--- src/rtl/mvsm_addr_reduce.sv ---
`default_nettype none

module mvsm_addr_reduce #(
	parameter int SAMPLE_DEPTH = 65536,
	localparam int AW = $clog2(SAMPLE_DEPTH)
) (
	input  logic          clk,
	input  logic          arst_n,
	input  logic          start,
	input  logic [15:0]   x,
	output logic          valid,
	output logic [AW-1:0] r
);

	logic vld_s1;
	logic vld_s2;

	always_ff @(posedge clk or negedge arst_n) begin
		if (!arst_n) begin
			vld_s1 <= 1'b0;
			vld_s2 <= 1'b0;
		end else begin
			vld_s1 <= start;
			vld_s2 <= vld_s1;
		end
	end

	assign valid = vld_s2;

	generate
		if (SAMPLE_DEPTH >= 65536) begin : g_wide
			logic [15:0] x_s1;
			logic [15:0] x_s2;

			always_ff @(posedge clk) begin
				x_s1 <= x;
				x_s2 <= x_s1;
			end

			assign r = AW'(x_s2);
		end else begin : g_narrow
			// Quotient by a rounded-up reciprocal; exact for a 16-bit dividend
			// because the depth stays below 2^16 on this branch.
			localparam longint unsigned RECIP =
				((64'd1 << 32) + 64'(SAMPLE_DEPTH) - 64'd1) / 64'(SAMPLE_DEPTH);
			localparam int RW = $clog2(RECIP + 64'd1);
			localparam int QW = RW - 16;
			localparam logic [RW-1:0] RECIP_C = RW'(RECIP);
			localparam logic [15:0] DEPTH_C = 16'(SAMPLE_DEPTH);

			logic [RW+15:0] prod_s1;
			logic [15:0]    x_s1;
			logic [QW-1:0]  quot;
			logic [QW+15:0] qd;
			logic [AW-1:0]  r_s2;

			assign quot = prod_s1[RW+15:32];
			assign qd   = quot * DEPTH_C;

			always_ff @(posedge clk) begin
				prod_s1 <= x * RECIP_C;
				x_s1    <= x;
				r_s2    <= AW'(x_s1 - qd[15:0]);
			end

			assign r = r_s2;
		end
	endgenerate

endmodule

`default_nettype wire

--- config.mk ---
export PLATFORM = sky130hd
export DESIGN_NAME = mvsm_addr_reduce
export DESIGN_NICKNAME = d
export VERILOG_FILES = /design/src/rtl/mvsm_addr_reduce.sv
export SDC_FILE = /design/constraint.sdc
export NUM_CORES = 1
export LEC_CHECK = 0
export ABC_AREA = 1
export BUFFER_PORTS_ARGS = -buffer_cell sky130_fd_sc_hd__buf_2
export CAP_MARGIN = 10
export CORE_ASPECT_RATIO = 1.75
export CORE_MARGIN = 2
export CORE_UTILIZATION = 30
export CTS_CLUSTER_DIAMETER = 200
export DETAILED_ROUTE_END_ITERATION = 16
export GPL_ROUTABILITY_DRIVEN = 0
export GPL_TIMING_DRIVEN = 1
export SKIP_LAST_GASP = 1
export SYNTH_ARGS = -nofsm -noshare
export SYNTH_HDL_FRONTEND = slang
export SYNTH_SLANG_ARGS = --single-unit
--- constraint.sdc ---
create_clock -name clk -period 1.4 [get_ports clk]
set_clock_uncertainty 0.15 [all_clocks]
set_input_delay 0.21 -clock clk [delete_from_list [all_inputs] [get_ports clk]]
set_output_delay 0.21 -clock clk [all_outputs]
set_load 0.02 [all_outputs]
==> impl_metrics.tcl <==
set metrics [dict create \
    regToRegSetupSlack_ns 0.78 \
    wl_per_cell_um 10.07 \
    die_area_um2 2717 \
    worstSetupPathDepth 1 \
    drt_wl_total_mm 1.208 \
    cts_buffers 5 \
    grt_pass1_vias 405 \
    grt_max_degree 13 \
    area_growth_pct 75.91 \
    worst_pin_slew_ns 0.1166 \
    timing.final.crit_share 0.8153 \
    final_antenna_net_count 0 \
    root_buffer "clkbuf_8" \
    drt-initial-drc-count 4 \
    status "complete, no violations" \
    syn_area_per_cell_um2 20.31 \
    fill_cells 208 \
    met2_length_um 701 \
    crit_fanout 1 \
    rr_worst_depth 0 \
    num-multi-input-gates 0 \
    ys_ff_latch 34 \
    dr.max_layer_used "met4" \
    clock_sinks 34 \
    syn_nets 53 \
    layout_commonest_cell "buf_2" \
    m1WireLength_um 380 \
    fin_nets 113 \
    io_buffers 35 \
    met3_length_um 95 \
    critPathArrivalTime_ns 0.78 \
    final_util 0.5412 \
    core_um2 2245 \
    layout-drive-gt1-share 0.4526 \
    cts_tree "built" \
    finalHoldViolCount 0 \
    crit_family "flip-flops" \
    cp_slowest_cell "dfrtp_1" \
    crit_chain "buf_2" \
    cap_violations 0 \
    dr.pass1.iters 2 \
    grt_pass1_wl_mm 1.642 \
    yosysSeqAreaShare 1.000 \
    clkLatencyLatePin_ns 0.28 \
    vias 434 \
    synth_cells 34 \
    fmax_mhz 876.1 \
    vias_per_cell 3.617 \
    syn-cell-area_um2 690.7 \
    setup_violations 0 \
    initial_core_util 0.3077 \
    crit_path_end_kind "output pin" \
    finalSetupTns_ns 0 \
    p_leak_nw 0.5746 \
    crit_path_max_incr_delay_ns 0.35 \
    cp_num_buf_inv 1 \
    rsz0062_at_grt "no" \
    htreeDepth 2 \
    grt-ovfl-total 0 \
    fp.dieH_um 67.48 \
    final_cell_mix "buf_2 (35), dfxtp_1 (32), dlygate4sd3_1 (18)" \
    grt_usage 0.1049 \
    io_pins 36 \
    cts.path.max_buffers 2 \
    seq_area_um2 690.7 \
    max-vdd-ir-drop_mv 1.086 \
    slew_violations 0 \
    synthDistinctLibCells 2 \
    die_w_um 40.27 \
    pwr_density_cell_nw_per_um2 1812 \
    worstHoldPathType "input pin to async pin" \
    relSlewSlack 0.9228 \
    period_minus_slack_ns 1.141 \
    power.total_mw 2.201 \
    rows 23 \
    cp-start-kind "flop" \
    critPathKind "flop to output pin" \
    path_clk_slew_ns 0.07 \
    drc 0 \
    synth-warning-count 0 \
    postCtsSetupBuffers 0 \
    antenna_found_initial 0 \
    diodes 0 \
    cp.required_ns 1.04 \
    multi_input_area_um2 0 \
]
## power breakdown
group | internal, mW | leakage [nW] | switching (mW)
Combinational | 0.0669 | 0.213 | 0.0543
Clock | 0.713 | 0.0683 | 0.337
Sequential | 1.02 | 0.293 | 0.0107
## flip-flops by register name (all words and copies together) (netlist names)
name,count
g_wide.x_s1,16
r,16
valid,1
vld_s1,1
## cells in the mapped netlist
master   number  share of area
dfxtp_1      32           0.93
dfrtp_1       2          0.072
## per-layer routing
layer,global-route usage,up-vias
li1,-,221
met1,0.08387,191
met2,0.1573,18
met3,0.05921,4
met4,0.1125,0
met5,0,-
## final cells by class
cell class            count  share of cell area
Clock buffer              5             0.05664
Tap cell                 25             0.02575
Sequential cell          34              0.5685
Timing Repair Buffer     53              0.2925
Clock inverter            3             0.05664
## through the flow
stage | std cells | worst slack, ns | instance area [um2] | hold WS [ns]
floorplan | 34 | 0.6240 | 690.7 | -0.2356
global placement | 94 | 0.5581 | 897.1 | -0.1535
detailed placement | 94 | 0.5568 | 897.1 | -0.1521
CTS | 120 | 0.2406 | 1215 | 0.08169
global route | 120 | 0.2266 | 1215 | 0.09560
finish | 120 | 0.2586 | 1215 | 0.09536
## kinds of logic after synthesis
logic type | count (synthesis) | synth area share
flip-flops | 34 | 1.000
## final timing paths
kind / start / end
hold reg to reg: g_wide.x_s1[13] / r[13]
setup reg to reg: vld_s1 / valid
setup / recovery: valid / valid
hold / removal: arst_n / vld_s1
min in group clk: g_wide.x_s1[13] / r[13]
max in group asynchronous: arst_n / valid
## timing repair
| item | 4_1_cts | 5_1_grt |
|---|---|---|
| gates resized for setup | 0 | 0 |
| hold buffers | 18 | 0 |
| hold endpoints to repair | 19 | 0 |
| endpoints found under the setup margin | 0 | 0 |
Power figures use the tool's default switching activity.
