$ cat config.mk
export PLATFORM = sky130hd
export DESIGN_NAME = mvsm_mix_acc
export DESIGN_NICKNAME = d
export VERILOG_FILES = /design/src/rtl/mvsm_pkg.sv /design/src/rtl/mvsm_mix_acc.sv
export SDC_FILE = /design/constraint.sdc
export NUM_CORES = 2
export LEC_CHECK = 0
export BUFFER_PORTS_ARGS = -buffer_cell sky130_fd_sc_hd__clkbuf_2
export CAP_MARGIN = 5
export CORE_MARGIN = 5
export CORE_UTILIZATION = 50
export DETAILED_ROUTE_END_ITERATION = 6
export GPL_ROUTABILITY_DRIVEN = 1
export GPL_TIMING_DRIVEN = 0
export MAX_ROUTING_LAYER = met4
export PLACE_DENSITY = 0.66
export RECOVER_POWER = 25
export SLEW_MARGIN = 20
export SYNTH_ARGS = -nofsm -noshare
export SYNTH_HDL_FRONTEND = slang
export SYNTH_SLANG_ARGS = --single-unit
$ cat constraint.sdc
create_clock -name clk -period 4 [get_ports clk]
set_input_delay 0.2 -clock clk [delete_from_list [all_inputs] [get_ports clk]]
set_output_delay 0.2 -clock clk [all_outputs]
set_load 0.02 [all_outputs]
$ cat src/rtl/mvsm_pkg.sv
`default_nettype none

package mvsm_pkg;

	typedef enum logic [1:0] {
		OP_TICK  = 2'd0,
		OP_START = 2'd1,
		OP_WRITE = 2'd2
	} op_t;

	typedef enum logic [1:0] {
		ST_FRAME   = 2'd0,
		ST_STARTED = 2'd1,
		ST_REJECT  = 2'd2,
		ST_WRITTEN = 2'd3
	} status_t;

	localparam logic LOOP_ENABLE = 1'b1;

	localparam logic [15:0] MASTER_RESET = 16'd16384;

	localparam int SAMPLE_W  = 16;
	localparam int GAIN_W    = 16;
	localparam int MIX_SHIFT = 28;

	typedef logic signed [SAMPLE_W-1:0] sample_t;

	typedef struct packed {
		logic clear;
		logic add;
	} mix_ctrl_t;

endpackage

`default_nettype wire

$ cat src/rtl/mvsm_mix_acc.sv
`default_nettype none

module mvsm_mix_acc #(
	parameter int NUM_VOICES = 8
) (
	input  logic                clk,
	input  logic                arst_n,
	input  mvsm_pkg::mix_ctrl_t ctrl,
	input  logic [31:0]         frame,
	input  logic [31:0]         gain,
	output mvsm_pkg::sample_t   left_sat,
	output mvsm_pkg::sample_t   right_sat
);

	localparam int PROD_W = mvsm_pkg::SAMPLE_W + 2 * mvsm_pkg::GAIN_W + 1;
	localparam int ACC_W  = PROD_W + ((NUM_VOICES > 1) ? $clog2(NUM_VOICES) : 0);
	localparam int QW     = ACC_W - mvsm_pkg::MIX_SHIFT;
	localparam logic signed [ACC_W-1:0] BIAS =
		ACC_W'((64'd1 << mvsm_pkg::MIX_SHIFT) - 64'd1);
	localparam logic signed [QW-1:0] SAT_HI = QW'(32767);
	localparam logic signed [QW-1:0] SAT_LO = QW'(-32768);

	logic signed [PROD_W-1:0] prod_l_s1;
	logic signed [PROD_W-1:0] prod_r_s1;
	logic                     add_s1;
	logic signed [ACC_W-1:0]  acc_l_q;
	logic signed [ACC_W-1:0]  acc_r_q;

	// Truncation toward zero by the Q28 shift, then clipping to 16 bits.
	function automatic mvsm_pkg::sample_t sat_mix(input logic signed [ACC_W-1:0] acc);
		logic signed [ACC_W-1:0] biased;
		logic signed [QW-1:0]    quo;
		biased = acc[ACC_W-1] ? acc + BIAS : acc;
		quo    = biased[ACC_W-1:mvsm_pkg::MIX_SHIFT];
		if (quo > SAT_HI) begin
			return 16'h7fff;
		end else if (quo < SAT_LO) begin
			return 16'h8000;
		end else begin
			return quo[15:0];
		end
	endfunction

	always_ff @(posedge clk or negedge arst_n) begin
		if (!arst_n) begin
			add_s1 <= 1'b0;
		end else begin
			add_s1 <= ctrl.add;
		end
	end

	always_ff @(posedge clk) begin
		prod_l_s1 <= $signed(frame[15:0]) * $signed({1'b0, gain});
		prod_r_s1 <= $signed(frame[31:16]) * $signed({1'b0, gain});
		if (ctrl.clear) begin
			acc_l_q <= '0;
			acc_r_q <= '0;
		end else if (add_s1) begin
			acc_l_q <= acc_l_q + ACC_W'(prod_l_s1);
			acc_r_q <= acc_r_q + ACC_W'(prod_r_s1);
		end
	end

	assign left_sat  = sat_mix(acc_l_q);
	assign right_sat = sat_mix(acc_r_q);

endmodule

`default_nettype wire
==> metrics.md <==
| Metric | Value |
|---|---|
| Avg Vias per Cell | 5.66 |
| Final worst-path cycle share | 150% |
| Die Span Y | 314 um |
| HP Class | input port to register |
| CP max FO | 7 |
| Post-Syn Nets | 6,731 |
| Die width | 314 um |
| Seq/Total Area, Yosys | 8.81% |
| Min setup slack post-route | -1990 ps |
| Root buffer cell | clkbuf_16 |
| Post-DR wirelength/cell | 22.3 um |
| Yosys top cell by area | fa_1 |
| I/O Buffers | 99 |
| Pre-Repair DR Iteration Count | 5 |
| Most used DFF post-synth | dfxtp_1 |
| Share of layout cells above drive strength 1 | 15.3% |
| Yosys warns | 0 |
| Post-route ant nets | 0 |
| Final Cell Area | 55,400 um^2 |
| Critical Path AT | 6390 ps |
| Required time of the critical path | 4400 ps |
| Placed Instances | 6,700 |
| Clk_skew | 16.5 ps |
| Routability cong. | 1.00 |
| Slew margin rel. | 19.9% |
| CP startpoint kind | input port |
| HPWL Detailed | 124 mm |
| Worst Tran Pin Value | 1200 ps |
| Critical path's slowest cell | fa_2 |
| Syn Inst Count | 5,415 |
| Failing checks | negative setup slack |
| Area after DPL | 49,300 um^2 |
| CTS max path bufs | 3 |
| Initial antenna violation count | 12 |
| Core area | 91,700 um^2 |
| Final setup TNS | -96,610 ps |
| Distinct cell type count after synthesis | 89 |
| CP cell instances | clkbuf_8 > clkbuf_16 > and2_1 > fa_1 > inv_1 > fa_2 > fa_2 > fa_1 > inv_1 > fa_1 > fa_1 > ha_1 > buf_6 > nand4_1 > a21oi_4 > nand3_4 > a31oi_4 > a41oi_2 > o21a_4 > o31a_1 > buf_4 > o221ai_4 > a21oi_2 > xnor2_2 |
| Async set or reset register ratio after synthesis | 0.493% |
| Max Slew Vio Count | 0 |
| Total I/O pin count | 100 |
| CTS tree | done |
| Fin crit period | 5990 ps |
| Syn-to-layout area delta | 20.1% |
| DRC | 0 |
| First-pass GRT wire length | 236 mm |
| Clk pin slew, worst setup/hold paths | 60 ps |
| Post-Route WL | 155 mm |
| Overall routing resource usage | 32.1% |
| Synth cell count leaders | 1,060 x inv_1, 838 x fa_1, 658 x nand2_1, 456 x and2_1, 410 x ha_1 |
| Final Hold Fails | 0 |
| F_max | 167 MHz |
| Routed via count | 39,300 |
| Top cell type's share of synthesized area | 36.3% |
| Clk sinks | 203 |
| FF+latch count, synth | 203 |
| Status | finished, violations left |
| Vias in the first global route | 40,600 |
| Layout Nets | 7,035 |
| RSZ-0062 raised after global routing | true |
| Fin cells | 6,932 |
| H-Tree Depth | 1 |
| Endpoint class of the critical path | register |
| Worst setup path class | input port to register |
| Pin count of the biggest net entering global routing | 14 |
| CTS Buf Count | 25 |
| Count leader, synth | inv_1 |
| Row cnt | 111 |
| Cell area after synthesis | 46,200 um^2 |
| Die ar. | 98,500 um^2 |
| Slowest cell delay on critical path | 530 ps |
| Mean area per synthesized cell | 8.53 um^2 |
| Max-cap violations | 0 |
| DR iter-0 viols | 3,095 |
| Synth area leaders | fa_1 36%, ha_1 11%, dfxtp_1 8.8% |
| GR Overflow Total | 0 |
| Final setup vio count | 84 |
| Initial Util | 50.4% |
| Number of enable flip-flop cells after synthesis | 0 |
| Most used cell, CP | fa_1 |
| Skew-Pair Late Insertion Delay | 550 ps |
==> metrics by stage <==
| stage | utilization, % | hold slack (ps) | setup WS [ps] |
|---|---|---|---|
| 6_report | 60.5 | 73.1 | -1990 |
| 3_5_place_dp | 53.8 | -22.1 | -3390 |
| 5_1_grt | 60.5 | 73.5 | -2100 |
| 3_3_place_gp | 53.8 | -24.5 | -3360 |
| 2_1_floorplan | - | -95.6 | -1660 |
| 4_1_cts | 59.1 | 58.3 | -1920 |
==> layout make-up <==
cell class	instances	area, um^2
Timing Repair Buffer	280	2450
Fill cell	7937	36200
Sequential cell	203	4070
Antenna cell	9	22.5
Buffer	271	3240
Multi-Input combinational cell	3876	39300
Tap cell	1186	1480
Inverter	1062	4000
Clock inverter	13	143
Clock buffer	32	722
==> flip-flops by register name, indices dropped and copies added, names as in the netlist <==
signal and flops:
acc_l_q 52, add_s1 1, prod_r_s1 49, prod_l_s1 49, acc_r_q 52
==> placed cells by master, fill, tap and decap left out, types with 66 or more instances in the layout <==
master     instances
a21o_1           142
a21oi_1          153
and2_1           407
buf_4            164
clkbuf_1          71
clkbuf_16         87
clkbuf_8          88
dfxtp_1          202
fa_1             804
ha_1             367
inv_1           1030
mux2i_1           66
nand2_1          652
nor2_1           212
o21ai_0           93
xnor2_1          102
==> routing by layer <==
metal	up-vias	track usage [%]	wire length, um
met3	460	6.51	15800
met4	0	12.9	7950
met2	1824	49.7	69700
li1	17500	-	-
met5	-	-	0
met1	19500	41.8	61300
==> cell families after synthesis <==
| kind of cell | synth area share (%) |
|---|---|
| xor+xnor | 3.68 |
| fa+ha+maj | 47.5 |
| buf+inv | 10.9 |
| flops | 8.81 |
| simple gates | 17.4 |
| mux | 1.48 |
| compound gates | 10.3 |
==> what timing repair did <==
action,in CTS,in global routing
setup buffers,109,69
hold buffers,3,0
cloned,4,0
pin swaps,122,118
resized for setup,648,222
endpoints found under the hold margin,2,0
setup endpoints to repair,113,108
==> worst paths after layout <==
| path | startpoint | end | slack (ps) | cells past startpoint |
|---|---|---|---|---|
| hold / removal | frame[0] | prod_l_s1[0] | 70 | 2 |
| hold reg to reg | acc_r_q[4] | acc_r_q[4] | 520 | 2 |
| setup reg to reg | acc_r_q[0] | acc_r_q[50] | -400 | 13 |
| setup / recovery | gain[6] | prod_l_s1[46] | -1990 | 24 |
| max in group asynchronous | arst_n | add_s1 | 3440 | 3 |
| min in group asynchronous | arst_n | add_s1 | 460 | 3 |
==> critical path: cells and delay by family <==
| family | cells | cell delay, ps |
|---|---|---|
| compound gates | 7 | 1500 |
| xor+xnor | 1 | 360 |
| fa+ha+maj | 7 | 3180 |
| buf+inv | 6 | 680 |
| simple gates | 3 | 450 |
Power is not shown: default switching activity piles up to over one toggle a cycle in this logic, so the estimate is an artifact.
